$ cat config.mk
export PLATFORM = sky130hd
export DESIGN_NAME = tcr_divider
export DESIGN_NICKNAME = d
export VERILOG_FILES = /design/src/sv/tiff_colormap_rescaler_macros.svh /design/src/sv/tcr_pkg.sv /design/src/sv/tcr_divider.sv
export SDC_FILE = /design/constraint.sdc
export NUM_CORES = 1
export LEC_CHECK = 0
export BUFFER_PORTS_ARGS = -buffer_cell sky130_fd_sc_hd__buf_4
export CORE_MARGIN = 2
export CORE_UTILIZATION = 51
export CTS_CLUSTER_DIAMETER = 100
export DETAILED_ROUTE_END_ITERATION = 7
export GPL_TIMING_DRIVEN = 0
export HOLD_SLACK_MARGIN = 0.1
export PLACE_DENSITY = 0.84
export SETUP_SLACK_MARGIN = 0.4
export SKIP_LAST_GASP = 1
export SLEW_MARGIN = 40
export SYNTH_ARGS = -nofsm -noshare
export SYNTH_HDL_FRONTEND = slang
export SYNTH_SLANG_ARGS = --single-unit
$ cat constraint.sdc
create_clock -name clk -period 5.44 [get_ports clk]
set_clock_uncertainty 0.1 [all_clocks]
set_input_delay 0.816 -clock clk [delete_from_list [all_inputs] [get_ports clk]]
set_output_delay 0.816 -clock clk [all_outputs]
set_load 0.05 [all_outputs]
$ cat src/sv/tiff_colormap_rescaler_macros.svh
// Assertion macros shared by the palette rescaler RTL.
// Each macro expects clk and arst_n in the scope where it is used.
`ifndef TIFF_COLORMAP_RESCALER_MACROS_SVH
`define TIFF_COLORMAP_RESCALER_MACROS_SVH

// Same-cycle implication, disabled while reset is asserted.
`define TCR_ASSERT_NOW(label, ante, cons) \
	label: assert property (@(posedge clk) disable iff (!arst_n) (ante) |-> (cons)) \
		else $error("tcr: same-cycle check failed");

// Next-cycle implication, disabled while reset is asserted.
`define TCR_ASSERT_NEXT(label, ante, cons) \
	label: assert property (@(posedge clk) disable iff (!arst_n) (ante) |=> (cons)) \
		else $error("tcr: next-cycle check failed");

`endif

$ cat src/sv/tcr_pkg.sv
// Shared constants, codes and types of the palette rescaler.
// No dependencies; imported by tcr_divider, tiff_colormap_rescaler and the testbench.
`timescale 1ns / 1ps
`default_nettype none

package tcr_pkg;

	localparam int MAX_ENTRIES = 256;
	localparam int ADDR_W      = $clog2(MAX_ENTRIES);
	localparam int CNT_W       = $clog2(MAX_ENTRIES + 1);
	localparam int COMP_W      = 16;
	localparam int ENTRY_W     = 3 * COMP_W;
	localparam int FACT_W      = 9;
	localparam int REM_W       = FACT_W + 1;
	localparam int DIV_STEPS   = COMP_W;
	localparam int STEP_W      = $clog2(DIV_STEPS);
	localparam int LANES       = 3;

	// Item operation codes.
	localparam logic [1:0] OP_LOAD  = 2'd0;
	localparam logic [1:0] OP_READ  = 2'd1;
	localparam logic [1:0] OP_CLEAR = 2'd2;

	// Configuration register indexes.
	localparam logic [1:0] REG_FORCED  = 2'd0;
	localparam logic [1:0] REG_DEFAULT = 2'd1;
	localparam logic [1:0] REG_NODATA_EN  = 2'd2;
	localparam logic [1:0] REG_NODATA_IDX = 2'd3;

	localparam logic [FACT_W-1:0] FACT_ONE      = 9'd1;
	localparam logic [FACT_W-1:0] FACT_256      = 9'd256;
	localparam logic [FACT_W-1:0] FACT_DEFAULT  = 9'd257;
	localparam logic [7:0]        ALPHA_OPAQUE  = 8'd255;
	localparam logic [7:0]        ALPHA_CLEAR   = 8'd0;

	typedef logic [COMP_W-1:0] comp_t;
	typedef logic [LANES-1:0][COMP_W-1:0] lanes_t;

	typedef struct packed {
		logic busy;
		logic done;
	} div_stat_t;

endpackage

`default_nettype wire

$ cat src/sv/tcr_divider.sv
// Three-lane restoring divider: one quotient bit per lane each cycle.
// Depends on tcr_pkg; all lanes share one divisor.
`timescale 1ns / 1ps
`default_nettype none

module tcr_divider import tcr_pkg::*; (
	input  wire logic              clk,
	input  wire logic              arst_n,
	input  wire logic              start,
	input  wire logic [FACT_W-1:0] divisor,
	input  wire lanes_t            dividend,
	output lanes_t                 quotient,
	output div_stat_t              stat
);

	logic [REM_W-1:0]  rem_q [LANES];
	lanes_t            quo_q;
	logic [FACT_W-1:0] divisor_q;
	logic [STEP_W-1:0] step_q;
	logic              busy_q;
	logic              done_q;

	logic [REM_W-1:0] rem_sh  [LANES];
	logic [REM_W-1:0] rem_sub [LANES];
	logic [LANES-1:0] fits;

	always_comb begin
		for (int l = 0; l < LANES; l++) begin
			rem_sh[l]  = {rem_q[l][REM_W-2:0], quo_q[l][COMP_W-1]};
			fits[l]    = rem_sh[l] >= {1'b0, divisor_q};
			rem_sub[l] = rem_sh[l] - {1'b0, divisor_q};
		end
	end

	always_ff @(posedge clk or negedge arst_n) begin
		if (!arst_n) begin
			busy_q <= 1'b0;
			done_q <= 1'b0;
			step_q <= '0;
		end else if (start) begin
			busy_q <= 1'b1;
			done_q <= 1'b0;
			step_q <= '0;
		end else if (busy_q) begin
			step_q <= step_q + 1'b1;
			if (step_q == STEP_W'(DIV_STEPS - 1)) begin
				busy_q <= 1'b0;
				done_q <= 1'b1;
			end
		end
	end

	// The quotient register doubles as the dividend shifter.
	always_ff @(posedge clk) begin
		if (start) begin
			divisor_q <= divisor;
			quo_q     <= dividend;
			for (int l = 0; l < LANES; l++) begin
				rem_q[l] <= '0;
			end
		end else if (busy_q) begin
			for (int l = 0; l < LANES; l++) begin
				rem_q[l] <= fits[l] ? rem_sub[l] : rem_sh[l];
				quo_q[l] <= {quo_q[l][COMP_W-2:0], fits[l]};
			end
		end
	end

	assign quotient  = quo_q;
	assign stat.busy = busy_q;
	assign stat.done = done_q;

endmodule

`default_nettype wire

==> metrics.txt <==
status finished, final reports clean; post-synthesis register bit count 90; die outline height 104 microns; proportion of register bits with asynchronous set or reset after synthesis under 10%; first-iteration detailed-routing DRC count a little over 400; width of the die 104 microns; Logic pwr share a little under half; setup slack at placement 2.19 ns; share of power burned in the clock network 16.8%; count of hold buffers inserted by post-cts repair 0; max_slew headroom 53.1%; Ports 110; NumNets Final approximately 640; instance count of the mapped netlist 422; start of the worst register-to-register path divisor_q[0]$_DFFE_PP_; power spent charging and discharging nets roughly 1.1 mW; required time of the worst setup path 5.47 ns; Routed Wire Length 12,500 microns; kind of start point of the critical path flop; worst vdd rail ir drop around 0.22 mV; Final Hold Viols 0; part of the Yosys area used for sequential elements 52.0%; final worst path period need 2.90 ns; number of warnings reported in the yosys synthesis log 0; die area 0.0109 sq mm; Clock Latency Late Sink roughly 0.36 ns; Setup crit end kind flop; number of different library cells in the post-synthesis netlist 53; Worst path top cell family by delay adder cells; slowest cell delay on critical path 0.47 ns; starting density of the core 52.5%; Mapped Area 0.00514 sq mm; cells traversed along the worst timing path ha_1 -> inv_1 -> fa_1 -> a21o_1 -> a311o_1 -> nand3_1 -> nand2_1 -> mux2_2; count of H-tree levels built during CTS 3; Critical R2R Capture quotient[32]$_DFFE_PP_; power per cell area 430 mW/mm^2; Core Area around 0.0098 sq mm; cell row count 36; routability congestion estimate from global placement roughly 0.9; buffer count from post-CTS setup fixing 0; worst-path cell with the longest stage delay sky130_fd_sc_hd__edfxtp_1; DR vias/cell between 6 and 7; register-to-register setup slack 2.54 ns; clk root buf sky130_fd_sc_hd__clkbuf_8; Post-Route Setup TNS 0 ns; clock sink count 90; largest net degree at the start of global routing 28; setup repair after global routing missed its margin no; synthesized net count just over 500; Worst Path Max Fanout 6; antenna fix cells 0; least setup slack across all paths after layout ~2.5 ns; syn avg cell area 12.2 sq um; sequential group share of total power 37.1%; vias in the first global route 4,099; layout cells sized above 1 34.8%; First-pass DRT Iterations 5; Layout area overhead 23.8%; maximum root-to-sink buffer count 2; Congestion Overflow GR 0; detailed-route DRC error count 0; Primary FF master, synth sky130_fd_sc_hd__edfxtp_1; number of setup violations in the final report 0; post-route clock period utilization a little over half; Crit path buffers/inverters 1; switching share of power 39.9%; Critical Path AT approximately 2.9 ns; global-route total usage across every layer 23.5%; detailed placer's ending HPWL just over 9000 microns; count of instances resized after the clock tree is built 0; global-route wire length before repair 20,200 microns; cell internal pwr 1.64 mW; R2R depth 8; antenna violations before repair 0; post-route antenna net violation count 0; maximum clock frequency between 300 and 400 MHz; Final Slew Violations 0; clock-pin slew of the registers on the worst-case setup and hold paths 0.09 ns; Hold Path Class in -> async; critical path type reg -> reg; count of input and output buffers around 110; slew at the pin with the worst max-slew slack 0.702 ns; number of buffers created by CTS 9; total vias in the final route 4,096; max_cap viols 0; static leakage power ~2.7 nW; DR WL/cell 18.3 microns; number of enable flip-flop cells after synthesis 84; CTS tree yes
flip-flops by register name, summed over array words and instances (netlist names):
| name | flops |
|---|---|
| quotient | 48 |
| rem_q | 27 |
| divisor_q | 9 |
| step_q | 4 |
| busy_q | 1 |
| done_q | 1 |
metrics by stage:
| step | instances | util [%] | hold WS, ns | cell area, sq um | power, mW |
|---|---|---|---|---|---|
| final | 682 | 65.0 | 0.137 | 6360 | 2.73 |
| after global routing | 682 | 65.0 | 0.124 | 6360 | 2.88 |
| after CTS | 682 | 65.0 | 0.125 | 6360 | 2.72 |
| after detailed placement | 666 | 63.1 | 0.396 | 6160 | 2.26 |
| after global placement | 664 | 62.6 | 0.392 | 6120 | 2.21 |
| after floorplan | 422 | - | 0.367 | 5140 | 1.94 |
layout make-up:
class                           instances  area [sq um]
Buffer                                 17          77.6
Clock buffer                           11           131
Clock inverter                          5          62.6
Fill cell                             730          3420
Inverter                               22          82.6
Multi-Input combinational cell        293          2310
Sequential cell                        90          2670
Tap cell                              133           166
Timing Repair Buffer                  111           858
worst max-delay path by stage:
stage	start	slack [ns]	depth (start not counted)	endpoint
global placement	start	1.62	4	quotient[6]$_DFFE_PP_
detailed placement	start	2.19	6	quotient[7]$_DFFE_PP_
global route	start	2.43	6	quotient[18]$_DFFE_PP_
floorplan	start	2.49	3	quotient[0]$_DFFE_PP_
CTS	divisor_q[0]$_DFFE_PP_	2.55	8	quotient[32]$_DFFE_PP_
finish	divisor_q[0]$_DFFE_PP_	2.54	8	quotient[32]$_DFFE_PP_
metal layers:
metal	global-route usage, %	vias up	routed length (microns)
met1	28.6	1959	4750
met5	0	-	0
li1	-	1895	-
met3	8.02	27	1260
met4	8.88	0	312
met2	38.5	215	6170
cells in the mapped netlist, types with 3 or more instances:
cell	number	area, sq um
sky130_fd_sc_hd__edfxtp_1	84	2520
sky130_fd_sc_hd__mux2_2	50	563
sky130_fd_sc_hd__a21oi_1	29	145
sky130_fd_sc_hd__ha_1	28	350
sky130_fd_sc_hd__inv_1	22	82.6
sky130_fd_sc_hd__nand3_1	22	110
sky130_fd_sc_hd__nor3_1	15	75.1
sky130_fd_sc_hd__nand2_1	14	52.6
sky130_fd_sc_hd__nor2_1	13	48.8
sky130_fd_sc_hd__o21ai_0	11	55.1
sky130_fd_sc_hd__a211oi_1	10	75.1
sky130_fd_sc_hd__clkbuf_1	10	37.5
sky130_fd_sc_hd__a21o_1	9	67.6
sky130_fd_sc_hd__xnor2_1	7	61.3
sky130_fd_sc_hd__a31oi_1	6	37.5
sky130_fd_sc_hd__dfrtp_1	6	150
sky130_fd_sc_hd__o22ai_1	6	37.5
sky130_fd_sc_hd__and3_1	5	31.3
sky130_fd_sc_hd__nor2b_1	5	31.3
sky130_fd_sc_hd__o211ai_1	5	37.5
sky130_fd_sc_hd__or3_1	5	31.3
sky130_fd_sc_hd__nand4_1	4	25.0
sky130_fd_sc_hd__o21ai_1	4	20.0
sky130_fd_sc_hd__a41oi_1	3	26.3
sky130_fd_sc_hd__buf_4	3	22.5
sky130_fd_sc_hd__fa_1	3	60.1
sky130_fd_sc_hd__nand2b_1	3	18.8
sky130_fd_sc_hd__o31ai_1	3	22.5
sky130_fd_sc_hd__or2_2	3	18.8
worst register-to-register path, delay by kind of cell (launching register included):
kind / cells / cell delay [ns]
fa+ha+maj: 2 / 0.62
mux: 1 / 0.30
flops: 1 / 0.47
compound gates: 2 / 0.62
buf+inv: 1 / 0.05
simple gates: 2 / 0.49
cells in the final DEF, fill, tap and decap left out, drive strengths merged, types with 4 or more instances in the layout:
cell	Yosys	routed
a21oi	29	29
or3	6	6
nand3	23	23
mux2	50	50
dfrtp	6	6
ha	28	28
buf	7	118
clkbuf	10	21
a31oi	8	8
xnor2	7	7
nor3	15	15
edfxtp	84	84
inv	22	23
o21ai	15	15
nor2b	5	5
o211ai	5	5
a211oi	10	10
a21o	9	9
nand4	4	4
o22ai	6	6
nor2	13	13
nand2	14	14
and3	5	5
cell families after synthesis:
family                   synth area share (%)
AND/OR/NAND/NOR                          9.35
AO/OA/AOI/OAI                            14.8
adder cells (fa/ha/maj)                  7.99
flip-flops                               52.0
XOR/XNOR                                 1.53
buffers and inverters                    3.12
multiplexers                             11.2
power by group through the flow:
stage / Combinational (mW) / Sequential, mW / Clock [mW]
detailed placement: 1.24 / 1.03 / 0
floorplan: 0.756 / 1.18 / 0
finish: 1.26 / 1.01 / 0.460
CTS: 1.24 / 1.01 / 0.464
global route: 1.37 / 1.03 / 0.487
global placement: 1.19 / 1.02 / 0
Power figures use the tool's default switching activity.
