`config.mk`:
```
export PLATFORM = sky130hd
export DESIGN_NAME = tcr_ram
export DESIGN_NICKNAME = d
export VERILOG_FILES = /design/src/sv/tiff_colormap_rescaler_macros.svh /design/src/sv/tcr_ram.sv
export SDC_FILE = /design/constraint.sdc
export NUM_CORES = 1
export LEC_CHECK = 0
export ABC_CLOCK_PERIOD_IN_PS = 2200
export BUFFER_PORTS_ARGS = -buffer_cell sky130_fd_sc_hd__buf_2
export CAP_MARGIN = 20
export CORE_MARGIN = 2
export CORE_UTILIZATION = 26
export CTS_CLUSTER_DIAMETER = 30
export CTS_CLUSTER_SIZE = 8
export DETAILED_ROUTE_END_ITERATION = 12
export RECOVER_POWER = 25
export SYNTH_ARGS = -nofsm -noshare
export SYNTH_HDL_FRONTEND = slang
export SYNTH_SLANG_ARGS = --single-unit
```
`constraint.sdc`:
```
create_clock -name clk -period 2.2 [get_ports clk]
set_clock_uncertainty 0.15 [all_clocks]
set_input_delay 0.44 -clock clk [delete_from_list [all_inputs] [get_ports clk]]
set_output_delay 0.44 -clock clk [all_outputs]
set_load 0.02 [all_outputs]
```
`src/sv/tiff_colormap_rescaler_macros.svh`:
```
// Assertion macros shared by the palette rescaler RTL.
// Each macro expects clk and arst_n in the scope where it is used.
`ifndef TIFF_COLORMAP_RESCALER_MACROS_SVH
`define TIFF_COLORMAP_RESCALER_MACROS_SVH

// Same-cycle implication, disabled while reset is asserted.
`define TCR_ASSERT_NOW(label, ante, cons) \
	label: assert property (@(posedge clk) disable iff (!arst_n) (ante) |-> (cons)) \
		else $error("tcr: same-cycle check failed");

// Next-cycle implication, disabled while reset is asserted.
`define TCR_ASSERT_NEXT(label, ante, cons) \
	label: assert property (@(posedge clk) disable iff (!arst_n) (ante) |=> (cons)) \
		else $error("tcr: next-cycle check failed");

`endif

```
`src/sv/tcr_ram.sv`:
```
// Generic single-write, single-read synchronous RAM with registered read data.
// No dependencies; holds the palette store.
`timescale 1ns / 1ps
`default_nettype none

module tcr_ram #(
	parameter int WIDTH = 8,
	parameter int DEPTH = 16
) (
	input  wire logic                     clk,
	input  wire logic                     we,
	input  wire logic [$clog2(DEPTH)-1:0] waddr,
	input  wire logic [WIDTH-1:0]         wdata,
	input  wire logic [$clog2(DEPTH)-1:0] raddr,
	output logic      [WIDTH-1:0]         rdata
);

	logic [WIDTH-1:0] mem_q [DEPTH];

	always_ff @(posedge clk) begin
		if (we) begin
			mem_q[waddr] <= wdata;
		end
		rdata <= mem_q[raddr];
	end

endmodule

`default_nettype wire

```
==> results of run 1 <==
[kinds of logic after synthesis]
kind of cell	count (synthesis)	share of synthesized area
mux	32	0.1502
flops	136	0.7778
simple gates	35	0.03184
compound gates	16	0.02334
buf+inv	10	0.01677
[worst paths after layout]
check              start            to  cells past startpoint
max             raddr[0]      rdata[2]                      5
min             wdata[7]  mem_q[14][7]                      1
max reg2reg  mem_q[8][2]      rdata[2]                      3
min reg2reg  mem_q[8][1]      rdata[1]                      3
[layout make-up]
type / instances / area, um^2
Clock buffer: 17 / 425.4
Clock inverter: 15 / 158.9
Timing Repair Buffer: 47 / 321.6
Sequential cell: 136 / 4004
Tap cell: 265 / 331.6
Fill cell: 1859 / 13160
Multi-Input combinational cell: 83 / 1057
[power groups by stage]
stage / clock network (uW) / logic, uW / registers (uW)
2_1_floorplan: 0 / 147 / 2980
3_3_place_gp: 0 / 293 / 2970
3_5_place_dp: 0 / 299 / 2970
4_1_cts: 2810 / 300 / 2920
6_report: 2760 / 292 / 2920
5_1_grt: 2930 / 319 / 2920
[stage by stage]
stage / power [uW] / hold slack (ps) / worst slack, ps
4_1_cts: 6025 / 255.3 / 576.7
5_1_grt: 6170 / 285.2 / 506.9
6_report: 5969 / 282.4 / 570.2
3_5_place_dp: 3270 / 513.1 / 140.9
3_3_place_gp: 3262 / 509.8 / 142.9
2_1_floorplan: 3131 / 388.9 / 117.1
[metal layers]
| metal | share of wire | vias to the layer above | routed length [um] | track usage |
|---|---|---|---|---|
| met3 | 0.060 | 11 | 621 | 0.03488 |
| met4 | 0.011 | 0 | 115 | 0.03832 |
| met1 | 0.45 | 1236 | 4654 | 0.1430 |
| li1 | - | 1085 | - | - |
| met2 | 0.48 | 77 | 4922 | 0.1716 |
| met5 | 0 | - | 0 | 0 |
[sequential cells by signal, indices dropped and copies added, names as in the netlist]
name   count
mem_q    128
rdata      8
[worst max-delay path, stage by stage]
cell and delay [ps]:
buf_2 180, buf_12 200, mux4_1 560, a22oi_1 290
nand2_1 80
[layout by cell type (no fill, tap or decap)]
master	Yosys	routed
clkbuf_16	0	17
nor2b_1	1	1
nand3_1	1	1
mux4_1	14	14
nand2b_1	2	2
buf_12	0	3
clkinvlp_4	0	4
nand3b_1	2	2
and2_1	1	1
buf_2	3	20
inv_6	0	1
buf_4	1	19
edfxtp_1	128	128
mux4_2	18	18
or3b_2	1	1
nor2_1	13	13
bufinv_16	0	3
a22oi_1	16	16
clkbuf_1	0	5
dfxtp_1	8	8
nor3_1	4	4
clkinv_1	0	4
and2b_1	1	1
nand2_1	9	9
clkinv_2	0	3
==> impl_metrics.tcl, run 1 <==
set metrics [dict create \
    status "complete, no violations" \
    grt_pass1_vias 2615 \
    fp.dieH_um 144.7 \
    cts_resized 0 \
    slew_headroom 0.5493 \
    fin_util 0.3236 \
    clk_latency_ps 410 \
    intPower_uw 4778 \
    switching_share 0.1996 \
    post_dp_cell_area_mm2 0.005720 \
    p_comb_frac 0.049 \
    final_layout_size_suffix_gt1_frac 0.2987 \
    grt_pass1_wl_um 15780 \
    power.share.clock 0.462 \
    final-hold-violation-count 0 \
    synth_top_cell_by_area "edfxtp_1" \
    die_x_um 144.7 \
    fin_cells 563 \
    syn_inst 229 \
    leakagePower_uw 0.002085 \
    synthFlopType "edfxtp_1" \
    hpwl_um 6711 \
    cts_made_buffers 17 \
    rsz0062_at_grt "false" \
    avgRoutedWirePerCell_um 18.32 \
    fin_tns_setup_ps 0 \
    powerDensity_mw_per_mm2 947.7 \
    cts_buffer_depth 2 \
    io_pins 26 \
    cp-start-kind "input pin" \
    nets 303 \
    required_ps 2340 \
    grt_start_max_net_pins 33 \
    syn2layout_area_growth_pct 22.36 \
    tightest_slew_ps 676.1 \
    postCtsHoldBufs 0 \
    cts.sinks 136 \
    synth_edf_count 128 \
    setup_viol 0 \
    ff2ff_setup_slack_ps 710 \
    grt_use_total 0.1091 \
    cts_root_buffer "clkbuf_16" \
    seq_power_share 0.489 \
    synth_cell_types 19 \
    synth_top_area_share 0.7467 \
    slew_violations 0 \
    die_area_mm2 0.02094 \
    firstDrtPassIters 4 \
    vias 2409 \
    drc_errors 0 \
    path_max_fanout 15 \
    ir_worst_vdd_mv 0.5971 \
    ys_top_cells_by_count "edfxtp_1 (128), mux4_2 (18), a22oi_1 (16), mux4_1 (14), nor2_1 (13)" \
    netlist_area_mm2 0.005147 \
    arrival_ps 1770 \
    avgSynthCellArea_um2 22.48 \
    post_cts_buffers 0 \
    cap_violations 0 \
    routed_via_density 4.279 \
    initial_utilization 0.2645 \
    cts_tree "done" \
    core-area_mm2 0.01946 \
    dp_cells 531 \
    yosys_warnings 0 \
    final_area_mm2 0.006299 \
    crit_type "in2reg" \
    num_rows 51 \
    async_reset_ff_frac 0 \
    hold_path_class "in2reg" \
    grt-ovfl-total 0 \
    first_iter_violations 171 \
    fin_crit_ps 1630 \
    antenna_found_initial 0 \
    power.net_switching_uw 1192 \
    clkTransAtPathRegs_ps 60 \
    synth_area_leaders "edfxtp_1 (75%), mux4_2 (7.9%), mux4_1 (7.1%)" \
    synth-seq-cells 136 \
    place_congestion 0.7195 \
    h-tree-depth 4 \
    routed_wl_um 10310 \
    synth.most_common_cell "edfxtp_1" \
    synth_seq_area_share 0.7778 \
    drtAntennaViolNets 0 \
    clock.fmax_mhz 613.6 \
    critPathCaptureType "flop" \
    insertedDiodeCount 0 \
    period_share 0.7408 \
    synth_fp_nets 247 \
    portBuffers 25 \
]
(Power assumes the default switching activity.)
==> inputs of run 2 (changes only) <==
--- a/config.mk
+++ b/config.mk
@@ -5,7 +5,8 @@
 export SDC_FILE = /design/constraint.sdc
 export NUM_CORES = 1
 export LEC_CHECK = 0
-export ABC_CLOCK_PERIOD_IN_PS = 2200
+export ABC_AREA = 1
+export ABC_CLOCK_PERIOD_IN_PS = 1650
 export BUFFER_PORTS_ARGS = -buffer_cell sky130_fd_sc_hd__buf_2
 export CAP_MARGIN = 20
 export CORE_MARGIN = 2
==> constraint.sdc (replaced) <==
create_clock -name clk -period 1.65 [get_ports clk]
set_clock_uncertainty 0.15 [all_clocks]
set_input_delay 0.33 -clock clk [delete_from_list [all_inputs] [get_ports clk]]
set_output_delay 0.33 -clock clk [all_outputs]
set_load 0.02 [all_outputs]
==> run 2 against run 1 <==
Against the previous run:
- power up 40%
- non-clock buffer count increased by 7
- cell count is 59% higher
- critical path depth shrank 4
- combinational power grew 79%
- sequential cell count is the same
- largest cell class unchanged
- largest power group is now clock
==> impl_metrics.tcl, run 2 <==
set metrics [dict create \
    final-hold-violation-count 0 \
    synth_edf_count 128 \
    synth-seq-cells 136 \
    fp.dieH_um 152.9 \
    cap_violations 0 \
    h-tree-depth 4 \
    synth_area_leaders "edfxtp_1 (67%), nand2_1 (11%), nand3_1 (8.4%)" \
    cts_resized 0 \
    drc_errors 0 \
    netlist_area_mm2 0.005767 \
    fin_tns_setup_ps 0 \
    routed_wl_um 13310 \
    post_cts_buffers 0 \
    critPathCaptureType "primary output" \
    synth.most_common_cell "nand2_1" \
    yosys_warnings 0 \
    grt_pass1_vias 3655 \
    tightest_slew_ps 809.4 \
    setup_viol 0 \
    cts_root_buffer "clkbuf_16" \
    die_x_um 152.9 \
    cts.sinks 136 \
    grt_use_total 0.1189 \
    clk_latency_ps 420 \
    grt_pass1_wl_um 20580 \
    slew_headroom 0.4604 \
    clock.fmax_mhz 669.2 \
    hpwl_um 8329 \
    async_reset_ff_frac 0 \
    postCtsHoldBufs 0 \
    synth_seq_area_share 0.6943 \
    portBuffers 25 \
    p_total_uw 8328 \
    firstDrtPassIters 5 \
    synth_fp_nets 569 \
    synthFlopType "edfxtp_1" \
    synth_top_cell_by_area "edfxtp_1" \
    ir_worst_vdd_mv 0.7099 \
    cts_buffer_depth 2 \
    avgSynthCellArea_um2 10.47 \
    crit_slowest_cell "dfxtp_1" \
    max_stage_delay_ps 400 \
    largest_reg_flops 128 \
    top_regs "mem_q: 128 flops, rdata: 8 flops" \
    fin_crit_ps 1494 \
    place_congestion 0.7679 \
    final_layout_size_suffix_gt1_frac 0.1291 \
    status "complete, no violations" \
    syn2layout_area_growth_pct 20.72 \
    rsz0062_at_grt "false" \
    nets 618 \
    first_iter_violations 379 \
    routed_via_density 4.225 \
    core-area_mm2 0.02182 \
    path_max_fanout 1 \
    drtAntennaViolNets 0 \
    antenna_found_initial 0 \
    grt_start_max_net_pins 65 \
    cts_made_buffers 17 \
    arrival_ps 1010 \
    initial_utilization 0.2642 \
    final_common_cell "nand2_1" \
    synth_cell_types 12 \
    cp-start-kind "flop" \
    num_rows 54 \
    powerDensity_mw_per_mm2 1196 \
    hold_path_class "in2reg" \
    period_share 0.9057 \
    largest_register "mem_q" \
    syn_inst 551 \
    clkTransAtPathRegs_ps 60 \
    crit_type "reg2out" \
    slew_violations 0 \
    vias 3773 \
    io_pins 26 \
    grt-ovfl-total 0 \
    cts_tree "done" \
    ys_top_cells_by_count "nand2_1 (173), edfxtp_1 (128), inv_1 (100), nand3_1 (97), nor2_1 (17)" \
    die_area_mm2 0.02339 \
    required_ps 1170 \
    cp_num_buf_inv 1 \
    path_cells "buf_2" \
    critical-path-top-delay-family "flip-flops" \
    final_cell_mix "nand2_1 (173), edfxtp_1 (128), inv_1 (100)" \
    leakagePower_uw 0.002957 \
    avgRoutedWirePerCell_um 14.90 \
    synth_top_area_share 0.6665 \
]
==> run 2: final cells by class <==
| type | count | area [um^2] |
|---|---|---|
| well taps | 280 | 350.3 |
| inverters | 102 | 382.9 |
| diodes | 1 | 2.502 |
| clock inverters | 12 | 176.4 |
| multi-input cells | 289 | 1214 |
| repair buffers | 54 | 399.1 |
| fillers | 2174 | 14860 |
| clock buffers | 19 | 432.9 |
| flip-flops and latches | 136 | 4004 |
==> run 2: routing by layer <==
layer / wire length, um / vias to the layer above / track usage
met5: 0 / - / 0
met1: 6029 / 1803 / 0.1524
met3: 695 / 10 / 0.03317
met2: 6388 / 87 / 0.1933
met4: 195 / 0 / 0.04233
li1: - / 1873 / -
==> run 2: metrics by stage <==
| step | utilization | setup WS (ps) | hold WS, ps | cell area, um^2 | instances |
|---|---|---|---|---|---|
| finish | 0.3190 | 155.6 | 131.1 | 6962 | 893 |
| detailed placement | 0.2913 | 40.17 | 501.2 | 6356 | 861 |
| CTS | 0.3192 | 119.1 | 128.6 | 6965 | 892 |
| global placement | 0.2913 | 68.85 | 498.7 | 6356 | 861 |
| global route | 0.3189 | 105.1 | 173.2 | 6959 | 892 |
| floorplan | - | 219.2 | 278.9 | 5767 | 551 |
==> run 2: power breakdown <==
part           leakage (uW)  switching, uW  total (uW)  internal [uW]
combinational       0.00145            364         524            160
sequential          0.00122           25.0        3890           3860
clock              0.000283           1400        3910           2510
==> run 2: logic make-up after synthesis <==
logic type,share of synthesized area
AND/OR/NAND/NOR,0.2105
flip-flops,0.6943
buffers and inverters,0.09525
==> run 2: worst paths after layout <==
kind	slack [ps]	cells after the start	to	start
setup / recovery	160	1	rdata[1]	rdata[1]
setup reg to reg	460	6	rdata[6]	mem_q[7][6]
hold reg to reg	520	6	rdata[3]	mem_q[10][3]
hold / removal	130	4	rdata[2]	raddr[2]
==> run 2: worst min-delay path: cells and delay by family <==
| kind | cells | cell delay, ps |
|---|---|---|
| AND/OR/NAND/NOR | 3 | 210 |
| buffers and inverters | 1 | 130 |
